**config.mk**
```make
export PLATFORM = sky130hd
export DESIGN_NAME = tuning_command_parser
export DESIGN_NICKNAME = d
export VERILOG_FILES = /design/src/rtl/tcp_pkg.sv /design/src/rtl/tuning_command_parser.sv /design/src/rtl/tcp_value_parse.sv
export SDC_FILE = /design/constraint.sdc
export NUM_CORES = 1
export LEC_CHECK = 0
export BUFFER_PORTS_ARGS = -buffer_cell sky130_fd_sc_hd__clkbuf_2
export CAP_MARGIN = 5
export CORE_UTILIZATION = 55
export CTS_CLUSTER_DIAMETER = 150
export DETAILED_ROUTE_END_ITERATION = 8
export PLACE_DENSITY_LB_ADDON = 0.05
export SLEW_MARGIN = 30
export SYNTH_ARGS = -nofsm -noshare
export SYNTH_HDL_FRONTEND = slang
export SYNTH_SLANG_ARGS = --single-unit
```
**constraint.sdc**
```tcl
create_clock -name aclk -period 12.9 [get_ports aclk]
set_input_delay 2.58 -clock aclk [delete_from_list [all_inputs] [get_ports aclk]]
set_output_delay 2.58 -clock aclk [all_outputs]
set_load 0.02 [all_outputs]
```
**src/rtl/tcp_pkg.sv**
```systemverilog
`default_nettype none

package tcp_pkg;

    localparam int MAX_FRAME = 64;
    localparam int FRAC_BITS = 16;
    localparam int INT_BITS  = 31 - FRAC_BITS;
    localparam int POS_W     = 7;

    localparam logic [FRAC_BITS-1:0] WEIGHT_TENTH =
        FRAC_BITS'(((64'd1 << FRAC_BITS) + 64'd5) / 64'd10);
    localparam logic [FRAC_BITS-1:0] FRAC_HALF = FRAC_BITS'(64'd1 << (FRAC_BITS - 1));
    localparam logic [FRAC_BITS-1:0] FRAC_MAX  = '1;
    localparam logic [INT_BITS-1:0]  INT_MAX   = '1;
    localparam logic [3:0]           DEC_BASE  = 4'd10;

    localparam logic [7:0] CH_EQUALS = 8'h3D;
    localparam logic [7:0] CH_BANG   = 8'h21;
    localparam logic [7:0] CH_MINUS  = 8'h2D;
    localparam logic [7:0] CH_POINT  = 8'h2E;
    localparam logic [7:0] CH_ZERO   = 8'h30;
    localparam logic [7:0] CH_NINE   = 8'h39;
    localparam logic [7:0] CH_P      = 8'h50;
    localparam logic [7:0] CH_K      = 8'h4B;
    localparam logic [7:0] CH_D      = 8'h44;

    localparam logic [7:0] LOOP_CHAR_RESET = 8'h31;

    localparam logic [1:0] GAIN_PROP  = 2'd0;
    localparam logic [1:0] GAIN_INTEG = 2'd1;
    localparam logic [1:0] GAIN_DERIV = 2'd2;

    typedef struct packed {
        logic restart;
        logic feed;
    } val_ctrl_t;

    typedef struct packed {
        logic                 negative;
        logic                 bad;
        logic [INT_BITS-1:0]  int_part;
        logic [FRAC_BITS-1:0] frac;
    } val_stat_t;

endpackage

`default_nettype wire

```
**src/rtl/tuning_command_parser.sv**
```systemverilog
// Parses gain-tuning frames such as "P1=0.5!" from a byte stream, one byte per
// item. The first byte picks the gain (P, K, D), the second must match the
// loop_char register, and the decimal after the last '=' becomes signed Q16.16
// with a saturated integer part. On '!' a matching frame yields one gain write;
// a malformed value, or a frame hitting 64 bytes without '!', yields zero with
// m_well_formed low. Each byte passes through an input register, combinational
// parsing and a result register, so one item is taken per cycle unless m_ready
// stalls the result; m_valid is registered alongside the result.
`default_nettype none

module tuning_command_parser (
    input  wire logic        aclk,
    input  wire logic        aresetn,
    input  wire logic        loop_char_we,
    input  wire logic [7:0]  loop_char_wdata,
    input  wire logic        s_valid,
    output logic             s_ready,
    input  wire logic [7:0]  s_rx_byte,
    output logic             m_valid,
    input  wire logic        m_ready,
    output logic [1:0]       m_which_gain,
    output logic [31:0]      m_gain_value,
    output logic             m_well_formed
);
    import tcp_pkg::*;

    logic             in_vld_reg;
    logic [7:0]       in_byte_reg;
    logic [7:0]       loop_char_reg;
    logic [POS_W-1:0] pos_reg, pos_next;
    logic [7:0]       key_reg, key_next;
    logic [7:0]       second_reg, second_next;
    logic             seen_eq_reg, seen_eq_next;
    logic             m_valid_reg;
    logic [1:0]       gain_reg;
    logic [31:0]      value_reg;
    logic             ok_reg;

    logic             out_free, fire, is_bang, is_eq, limit_hit, frame_end;
    logic             key_ok, emit, ok_now;
    logic [1:0]       key_gain;
    logic [POS_W-1:0] pos_inc;
    logic [31:0]      mag, value_now;
    val_ctrl_t        vctrl;
    val_stat_t        vstat;

    assign out_free = !m_valid_reg || m_ready;
    assign fire     = in_vld_reg && out_free;
    assign s_ready  = aresetn && (!in_vld_reg || out_free);

    assign is_bang   = (in_byte_reg == CH_BANG);
    assign is_eq     = (in_byte_reg == CH_EQUALS);
    assign pos_inc   = pos_reg + POS_W'(1);
    assign limit_hit = !is_bang && (pos_inc >= POS_W'(MAX_FRAME));
    assign frame_end = is_bang || limit_hit;

    always_comb begin
        key_ok   = 1'b1;
        key_gain = GAIN_PROP;
        unique case (key_reg)
            CH_P:    key_gain = GAIN_PROP;
            CH_K:    key_gain = GAIN_INTEG;
            CH_D:    key_gain = GAIN_DERIV;
            default: key_ok = 1'b0;
        endcase
        if (pos_reg < POS_W'(2) || second_reg != loop_char_reg) begin
            key_ok = 1'b0;
        end
    end

    assign vctrl.restart = fire && (frame_end || is_eq);
    assign vctrl.feed    = fire && seen_eq_reg && !frame_end && !is_eq;

    tcp_value_parse u_value (
        .aclk    (aclk),
        .aresetn (aresetn),
        .rx_byte (in_byte_reg),
        .ctrl    (vctrl),
        .stat    (vstat)
    );

    // limit_hit implies pos >= 2, so registered key fields are already final
    assign emit      = key_ok && frame_end;
    assign ok_now    = is_bang && seen_eq_reg && !vstat.bad;
    assign mag       = {1'b0, vstat.int_part, vstat.frac};
    assign value_now = !ok_now ? 32'd0 : (vstat.negative ? (32'd0 - mag) : mag);

    always_comb begin
        pos_next     = pos_reg;
        key_next     = key_reg;
        second_next  = second_reg;
        seen_eq_next = seen_eq_reg;
        if (fire) begin
            if (frame_end) begin
                pos_next     = '0;
                key_next     = '0;
                second_next  = '0;
                seen_eq_next = 1'b0;
            end else begin
                pos_next = pos_inc;
                if (pos_reg == POS_W'(0)) begin
                    key_next = in_byte_reg;
                end
                if (pos_reg == POS_W'(1)) begin
                    second_next = in_byte_reg;
                end
                if (is_eq) begin
                    seen_eq_next = 1'b1;
                end
            end
        end
    end

    always_ff @(posedge aclk) begin
        if (!aresetn) begin
            in_vld_reg    <= 1'b0;
            loop_char_reg <= LOOP_CHAR_RESET;
            pos_reg       <= '0;
            key_reg       <= '0;
            second_reg    <= '0;
            seen_eq_reg   <= 1'b0;
            m_valid_reg   <= 1'b0;
        end else begin
            if (loop_char_we) begin
                loop_char_reg <= loop_char_wdata;
            end
            if (s_valid && s_ready) begin
                in_vld_reg <= 1'b1;
            end else if (fire) begin
                in_vld_reg <= 1'b0;
            end
            pos_reg     <= pos_next;
            key_reg     <= key_next;
            second_reg  <= second_next;
            seen_eq_reg <= seen_eq_next;
            if (out_free) begin
                m_valid_reg <= fire && emit;
            end
        end
    end

    always_ff @(posedge aclk) begin
        if (s_valid && s_ready) begin
            in_byte_reg <= s_rx_byte;
        end
        if (fire && emit) begin
            gain_reg  <= key_gain;
            value_reg <= value_now;
            ok_reg    <= ok_now;
        end
    end

    assign m_valid       = m_valid_reg;
    assign m_which_gain  = gain_reg;
    assign m_gain_value  = value_reg;
    assign m_well_formed = ok_reg;

    a_malformed_zero: assert property (@(posedge aclk) disable iff (!aresetn)
        (m_valid && !m_well_formed) |-> (m_gain_value == 32'd0))
        else $error("malformed result carries nonzero gain");

    a_pos_bound: assert property (@(posedge aclk) disable iff (!aresetn)
        pos_reg < POS_W'(MAX_FRAME))
        else $error("frame position past limit");

    a_bang_clears: assert property (@(posedge aclk) disable iff (!aresetn)
        (fire && is_bang) |=> (pos_reg == '0 && !seen_eq_reg))
        else $error("terminator did not restart frame");

    a_gain_code: assert property (@(posedge aclk) disable iff (!aresetn)
        (fire && emit) |=> (gain_reg != 2'd3))
        else $error("result names no gain");

endmodule

`default_nettype wire

```
**src/rtl/tcp_value_parse.sv**
```systemverilog
`default_nettype none

module tcp_value_parse (
    input  wire logic              aclk,
    input  wire logic              aresetn,
    input  wire logic [7:0]        rx_byte,
    input  wire tcp_pkg::val_ctrl_t ctrl,
    output tcp_pkg::val_stat_t     stat
);
    import tcp_pkg::*;

    logic                 started_reg, started_next;
    logic                 neg_reg, neg_next;
    logic                 frac_mode_reg, frac_mode_next;
    logic                 bad_reg, bad_next;
    logic [INT_BITS-1:0]  int_reg, int_next;
    logic [FRAC_BITS-1:0] frac_reg, frac_next;
    logic [FRAC_BITS-1:0] weight_reg, weight_next;

    logic                   is_digit;
    logic [3:0]             digit;
    logic [FRAC_BITS+4:0]   frac_add;
    logic [2*FRAC_BITS:0]   weight_prod;
    logic [INT_BITS+4:0]    int_mac;

    assign is_digit = (rx_byte >= CH_ZERO) && (rx_byte <= CH_NINE);
    assign digit    = rx_byte[3:0];

    assign frac_add = (FRAC_BITS+5)'(frac_reg)
                    + (FRAC_BITS+5)'(digit) * (FRAC_BITS+5)'(weight_reg);
    assign weight_prod = (2*FRAC_BITS+1)'(weight_reg) * (2*FRAC_BITS+1)'(WEIGHT_TENTH)
                       + (2*FRAC_BITS+1)'(FRAC_HALF);
    assign int_mac = (INT_BITS+5)'(int_reg) * (INT_BITS+5)'(DEC_BASE)
                   + (INT_BITS+5)'(digit);

    always_comb begin
        started_next   = started_reg;
        neg_next       = neg_reg;
        frac_mode_next = frac_mode_reg;
        bad_next       = bad_reg;
        int_next       = int_reg;
        frac_next      = frac_reg;
        weight_next    = weight_reg;
        if (ctrl.restart) begin
            started_next   = 1'b0;
            neg_next       = 1'b0;
            frac_mode_next = 1'b0;
            bad_next       = 1'b0;
            int_next       = '0;
            frac_next      = '0;
            weight_next    = WEIGHT_TENTH;
        end else if (ctrl.feed) begin
            started_next = 1'b1;
            priority if (!started_reg && rx_byte == CH_MINUS) begin
                neg_next = 1'b1;
            end else if (rx_byte == CH_POINT) begin
                if (frac_mode_reg) begin
                    bad_next = 1'b1;
                end else begin
                    frac_mode_next = 1'b1;
                end
            end else if (is_digit) begin
                if (frac_mode_reg) begin
                    frac_next   = (frac_add > (FRAC_BITS+5)'(FRAC_MAX)) ?
                                  FRAC_MAX : frac_add[FRAC_BITS-1:0];
                    weight_next = weight_prod[FRAC_BITS +: FRAC_BITS];
                end else begin
                    int_next = (int_mac > (INT_BITS+5)'(INT_MAX)) ?
                               INT_MAX : int_mac[INT_BITS-1:0];
                end
            end else begin
                bad_next = 1'b1;
            end
        end
    end

    always_ff @(posedge aclk) begin
        if (!aresetn) begin
            started_reg   <= 1'b0;
            neg_reg       <= 1'b0;
            frac_mode_reg <= 1'b0;
            bad_reg       <= 1'b0;
            int_reg       <= '0;
            frac_reg      <= '0;
            weight_reg    <= WEIGHT_TENTH;
        end else begin
            started_reg   <= started_next;
            neg_reg       <= neg_next;
            frac_mode_reg <= frac_mode_next;
            bad_reg       <= bad_next;
            int_reg       <= int_next;
            frac_reg      <= frac_next;
            weight_reg    <= weight_next;
        end
    end

    assign stat.negative = neg_reg;
    assign stat.bad      = bad_reg;
    assign stat.int_part = int_reg;
    assign stat.frac     = frac_reg;

endmodule

`default_nettype wire
```
-- Word-level counts from Yosys, hierarchy flattened
Index checks and enable logic that the tools add are counted.
- multipliers: 3
- $lt $le $gt $ge: 6
- add/subtract/negate cells: 5
- muxes and demuxes: 18
- equal/unequal tests: 11
- reductions and logical operators: 42
- bitwise gates (word level): 4
- operators by type and width (operator ; count):
    $eq A8 B6 Y1 const B ; 4
    $mux W8 ; 4
    $sub A1 B31 Y32 const A ; 1
    $mux W31 ; 1
    $add A29 B16 Y30 const B ; 1
    $mul A16 B12 Y28 const B ; 1
    $eq A8 B7 Y1 const B ; 3
    $add A16 B20 Y21 ; 1
    $gt A21 B16 Y1 const B ; 1
    $add A19 B4 Y20 ; 1
    $gt A20 B15 Y1 const B ; 1
    $mul A4 B16 Y20 ; 1
    $mul A15 B3 Y18 const B ; 1
    $mux W16 ; 1
    $mux W15 ; 1
    $logic_and A1 B1 Y1 ; 14
    $reduce_and A2 Y1 ; 5
    $reduce_and A5 Y1 ; 2
    $mux W1 ; 9
    $ge A8 B6 Y1 const B ; 1
    $le A8 B6 Y1 const B ; 1
    $ne A8 B8 Y1 ; 1
    $reduce_bool A2 Y1 ; 4
    $add A7 B1 Y7 const B ; 1
    other kinds (15) ; 28
- register bits after elaboration: 128
- bits of input ports: 21
- output and inout bits: 37

-- Longest topological paths before layout
- depth after elaboration: 8
- gate-level depth with buffers: 24
- gate-level depth less buffers: 24

-- Cells and area by module
Synthesis repeated with hierarchy kept, for this count alone.
- cell total of the unflattened synthesis: 1362
- area, all modules: 12398.1 um^2
- by module, submodules not included (module ; cells an instance ; area an instance (um^2) ; times used):
    tcp_value_parse ; 998 ; 8652.0 ; 1
    tuning_command_parser ; 364 ; 3746.1 ; 1

-- Worst setup path after synthesis
No wires, ideal clock.
- path type: input -> register
- from: in m_ready
- to: reg value_reg[0] (netlist: m_gain_value[0]), enable pin
- stages on the path: 4
- path slack: 6928 ps
- path buffers: 0
- arrival: 5499 ps
- cells stage by stage: nor2b_1 -> nor2b_1 -> nand2_1 -> nor3_1
- longest elaborated chain between the ends: 3
- ends and longest elaborated chain (element ; RTL line ; source):
    start: declaration ; tuning_command_parser.sv:20 ; input wire logic m_ready,
    $logic_or A1 B1 Y1 ; tuning_command_parser.sv:47 ; assign out_free = !m_valid_reg || m_ready;
    $logic_and A1 B1 Y1 ; tuning_command_parser.sv:48 ; assign fire = in_vld_reg && out_free;
    $logic_and A1 B1 Y1 ; tuning_command_parser.sv:146 ; if (fire && emit) begin
    end signal: assignment ; tuning_command_parser.sv:148 ; value_reg <= value_now;
    end: declaration ; tuning_command_parser.sv:36 ; logic [31:0] value_reg;
No other way between the ends.
A chain may end at the register's enable or synchronous reset.

-- Final worst setup path
- from: reg u_value.weight_reg[5]
- to: reg u_value.weight_reg[12]
- longest elaborated chain between the ends: 2
- ends and longest elaborated chain (element ; RTL line ; source):
    start: declaration ; tcp_value_parse.sv:18 ; logic [FRAC_BITS-1:0] weight_reg, weight_next;
    start signal: assignment ; tcp_value_parse.sv:93 ; weight_reg <= weight_next;
    $mul A16 B12 Y28 ; tcp_value_parse.sv:31 ; assign weight_prod = (2*FRAC_BITS+1)'(weight_reg) * (2*FRAC_BITS+1)'(WEIGHT_TENTH)
    $add A29 B16 Y30 ; tcp_value_parse.sv:32 ; + (2*FRAC_BITS+1)'(FRAC_HALF);
No other way between the ends.

==> out/metrics.sh <==
CRITPATHMAXSTAGEDELAY_NS=0.59
POST_SYNTH_INST_COUNT=1285
GRT_USAGE_PCT=24.0
INSERTEDDIODECOUNT=0
DRT-INITIAL-DRC-COUNT=436
TRITONCTS.NUM_BUFFERS=17
LAYOUT_MIN_CYCLE_TIME_NS=6.05
POWER_FRAC_CLOCK_PCT=47.2
SYNTH_SEQ_AREA_SHARE_PCT=24.5
TIMING.FMAX_MHz=165
CLOCK_PATH_BUFFERS=2
TRITONCTS='built'
SYNTH_SEQ_CELLS=126
IR_DROP_V=0.0000812
DIE_WIDTH_MICRONS=150
ASYNC_FLOP_SHARE_PCT=0
HPWLAFTERDP_MM=19.6
TYPE_OF_DESTINATION_OF_THE_CRITICAL_PATH='register'
DOMINANTREGCELLSYNTH='sky130_fd_sc_hd__dfxtp_1'
FINALSETUPVIOLATIONS=0
R2R_SLACK_NS=6.85
P_LEAK_nW=6.09
CLKLATENCYLATEPIN_NS=0.43
CTSHTREEMAXLEVEL=4
PLACE_CONGESTION=0.883
VIAS=8856
HOLDCRITPATHCLASS='reg -> reg'
CRIT_FAMILY='adder cells'
ANTENNA_FOUND_INITIAL=0
SYNTH_TOP_CELL_BY_AREA='sky130_fd_sc_hd__ha_1'
POSTSYNTHNETCOUNT=1555
CRIT_PATH_TOP_DELAY_CELL='sky130_fd_sc_hd__dfxtp_1'
WORST-PATH-MAX-FANOUT=10
GRT_PASS1_WL_MM=42.4
SETUP.WORST_PATH.START='u_value.weight_reg[5]$_SDFFE_PP0P_'
LOGIC_GATE_SHARE_OF_TOTAL_POWER_PCT=11.6
SYNTH_TOP_CELL_AREA_SHARE_PCT=16.8
CRITICAL_PATH_CLASS='reg -> reg'
GRT_MAX_DEGREE=38
WORSTMARGINPINSLEW_NS=0.765
YOSYSWARNINGS=0
TIMING.MAX_SLEW.REL_SLACK_PCT=49.0
CTS.SINK_COUNT=126
DRT.ANTENNA.VIOLATING_NETS=0
POST_ROUTE_CELLS_DRIVE_ABOVE_1_SHARE_PCT=11.2
WORST-PATH-BUF-INV=4
SYN_TO_FINAL_GROWTH_PCT=9.37
FINAL_NETS=1602
ROUTE.DETAILED.WL_PER_INST_MICRONS=15.4
ROW_CNT=53
DETAIL_ROUTE.DRC_VIOLATIONS=0
CTS-ROOT-BUF='sky130_fd_sc_hd__clkbuf_16'
NUMBER_OF_FAILING_HOLD_ENDPOINTS_AT_THE_FINAL_STAGE=0
PORT_BUFFERS=57
NET_SW_POWER_W=0.000292
ROUTE.DETAILED.VIAS_PER_INST=5.47
WORST-ENDPOINT-REQUIRED_NS=13.25
CAP_VIOL_MAX_COUNT=0
LAYOUT_WORST_PATH_CYCLE_SHARE_PCT=46.9
GRT_PASS1_VIAS=8639
PWR-SHARE-SEQ_PCT=41.2
REPORT.FINAL.SLEW_VIOL_COUNT=0
DIE_HEIGHT_MICRONS=150
TIMING.CLOCK.SKEW_NS=0.0152
POST_CTS_BUFFERS=0
ROUTED_WL_MM=25.0
NUMBER_OF_DETAILED_ROUTING_ITERATIONS_RUN_BEFORE_ANTENNA_REPAIR=5
POST_CTS_RESIZED=0
HOLD_BUFFERS=0
POWER_REPORT.INTERNAL_TOTAL_W=0.000734
PLACED_CELLS_INCL_TAPS=1588
REG2REGPATHDEPTH=19
SYN-CELL-AREA_SQ_UM=12100
CRIT_PATH_CELL_TRACE='ha_1 -> fa_1 -> inv_1 -> fa_1 -> inv_1 -> fa_1 -> inv_1 -> fa_1 -> inv_1 -> ha_1 -> and3_1 -> and3_1 -> a32oi_1 -> o211a_1 -> a211oi_1 -> a311oi_1 -> nand4_1 -> or4b_1 -> a41oi_1'
FLOORPLAN.CORE_AREA_SQ_UM=21200
LARGEST_REG_FLOPS=32
GLOBALROUTE.TOTALOVERFLOW=0
WORST_EP_ARRIVAL_TIME_NS=6.40
LAYOUT.CELLS.NON_FILLER=1620
POWER_DENSITY_NORMALIZED_TO_CELL_AREA_nW_PER_UM2=77.9
CRIT-REG2REG-LAUNCH='u_value.weight_reg[5]$_SDFFE_PP0P_'
IO-PIN-COUNT=58
CRITICAL_PATH_SOURCE_TYPE='register'
TNS_NS=0
CTS.CLK_SLEW.WORST_PATHS_NS=0.07
UNREPAIRED_SETUP_ENDPOINTS_AFTER_GLOBAL_ROUTING='no'
FP.DIEAREA_SQ_UM=22500
TIMING.CRITICAL_PATH.DEPTH=19
NUMBER_OF_SYNTHESIZED_FLOPS_WITH_AN_ENABLE_PIN=43
FLOORPLAN.INITIALDENSITY_PCT=56.8
R2R-END='u_value.weight_reg[12]$_SDFFE_PP1P_'
CP-ENDPOINT='u_value.weight_reg[12]$_SDFFE_PP1P_'
POST_SYNTH_NUM_CELL_TYPES=78
OUTCOME='finished clean'
NETLIST_TOP_CELLS_AREA='sky130_fd_sc_hd__ha_1, sky130_fd_sc_hd__fa_1, sky130_fd_sc_hd__dfxtp_1, sky130_fd_sc_hd__edfxtp_1, sky130_fd_sc_hd__inv_1'
SYN_AREA_PER_CELL_SQ_UM=9.38
P_SW_SHARE_PCT=28.5
==> per-layer routing <==
metal / share of wire [%] / routed length [microns] / GRT usage [%]
met2: 47 / 11700 / 39.5
met1: 49 / 12100 / 32.8
met5: 0 / 0 / 0
met3: 3.3 / 826 / 3.93
met4: 1.2 / 304 / 6.06
==> synth_stat cells, drive strengths merged, types with 4 or more instances <==
master,count
inv,188
ha,162
nor2,94
fa,87
dfxtp,83
a21oi,56
and2,56
nand2,55
xnor2,54
o21ai,46
xor2,44
edfxtp,43
nor2b,33
clkbuf,29
nor3,27
nand3,23
a21o,17
a22oi,16
nand4,15
o221a,15
mux2i,11
o31ai,11
or3,10
nor4,8
a211oi,7
buf,7
o21a,7
and3,6
or2,6
o211ai,5
o41ai,5
a21boi,4
a31oi,4
nand2b,4
or4,4
==> power groups by stage <==
stage,Combinational [W],Clock (W),Sequential [W]
3_5_place_dp,0.000118,0,0.000432
4_1_cts,0.000119,0.000491,0.000423
2_1_floorplan,0.0000973,0,0.000426
6_report,0.000119,0.000484,0.000423
5_1_grt,0.000138,0.000506,0.000424
3_3_place_gp,0.000116,0,0.000432
==> layout make-up <==
type,count,area (sq um)
Clock inverter,14,134
Fill cell,1873,8040
Tap cell,275,344
Inverter,188,706
Sequential cell,126,2950
Timing Repair Buffer,64,338
Clock buffer,18,450
Multi-Input combinational cell,935,8260
==> how the worst min path moves through the flow <==
stage | from | to | slack [ns] | cells after the start
floorplan | u_value.bad_reg$_SDFFE_PP0P_ | u_value.bad_reg$_SDFFE_PP0P_ | 0.43 | 2
global route | u_value.bad_reg$_SDFFE_PP0P_ | u_value.bad_reg$_SDFFE_PP0P_ | 0.51 | 2
detailed placement | u_value.bad_reg$_SDFFE_PP0P_ | u_value.bad_reg$_SDFFE_PP0P_ | 0.47 | 2
CTS | pos_reg[6]$_SDFFE_PN0P_ | pos_reg[6]$_SDFFE_PN0P_ | 0.48 | 2
finish | pos_reg[6]$_SDFFE_PN0P_ | pos_reg[6]$_SDFFE_PN0P_ | 0.48 | 2
global placement | u_value.bad_reg$_SDFFE_PP0P_ | u_value.bad_reg$_SDFFE_PP0P_ | 0.45 | 2
==> cells by family (layout without fill, tap and decap cells) <==
family,count (synthesis),after routing,share of synthesized area [%]
AOI/OAI and AO/OA,216,216,12.9
xor gates and xnor gates,98,98,7.18
adders and majority gates,250,250,31.4
buffers and inverters,224,284,7.07
DFF,126,126,24.5
muxes,11,11,0.914
and+or+nand+nor,360,360,16.1
==> cell usage in the layout (no fill, tap or decap), types with 6 or more instances in the layout <==
cell / count
sky130_fd_sc_hd__xnor2_1: 53
sky130_fd_sc_hd__nor4_1: 6
sky130_fd_sc_hd__o221a_2: 15
sky130_fd_sc_hd__nand3_1: 23
sky130_fd_sc_hd__a22oi_1: 16
sky130_fd_sc_hd__dfxtp_1: 82
sky130_fd_sc_hd__nor3_1: 26
sky130_fd_sc_hd__or3_1: 10
sky130_fd_sc_hd__o31ai_1: 11
sky130_fd_sc_hd__a21oi_2: 14
sky130_fd_sc_hd__mux2i_1: 11
sky130_fd_sc_hd__a21o_1: 17
sky130_fd_sc_hd__buf_4: 7
sky130_fd_sc_hd__and3_1: 6
sky130_fd_sc_hd__xor2_1: 44
sky130_fd_sc_hd__a211oi_1: 7
sky130_fd_sc_hd__clkbuf_16: 18
sky130_fd_sc_hd__fa_1: 87
sky130_fd_sc_hd__o21ai_0: 44
sky130_fd_sc_hd__and2_1: 56
sky130_fd_sc_hd__nand4_1: 15
sky130_fd_sc_hd__a21oi_1: 42
sky130_fd_sc_hd__nor2b_1: 33
sky130_fd_sc_hd__o21a_1: 7
sky130_fd_sc_hd__clkbuf_2: 57
sky130_fd_sc_hd__inv_1: 188
sky130_fd_sc_hd__edfxtp_1: 43
sky130_fd_sc_hd__nor2_1: 94
sky130_fd_sc_hd__ha_1: 162
sky130_fd_sc_hd__nand2_1: 54
==> per-stage QoR <==
| step | area, sq um | hold WS, ns | power [W] | setup slack (ns) | utilization, % |
|---|---|---|---|---|---|
| 2_1_floorplan | 12100 | 0.430 | 0.000523 | 6.93 | - |
| 3_3_place_gp | 12600 | 0.446 | 0.000548 | 6.89 | 59.3 |
| 3_5_place_dp | 12600 | 0.468 | 0.000550 | 6.86 | 59.4 |
| 4_1_cts | 13200 | 0.480 | 0.00103 | 6.85 | 62.1 |
| 5_1_grt | 13200 | 0.507 | 0.00107 | 6.39 | 62.1 |
| 6_report | 13200 | 0.482 | 0.00103 | 6.85 | 62.1 |
==> tightest hold or removal path, cell delays in order, from the launching register on <==
cell and delay, ns:
sky130_fd_sc_hd__dfxtp_1 0.34, sky130_fd_sc_hd__nand2_1 0.07, sky130_fd_sc_hd__nor2_1 0.03
No activity file was read; power rests on OpenSTA's default activity.
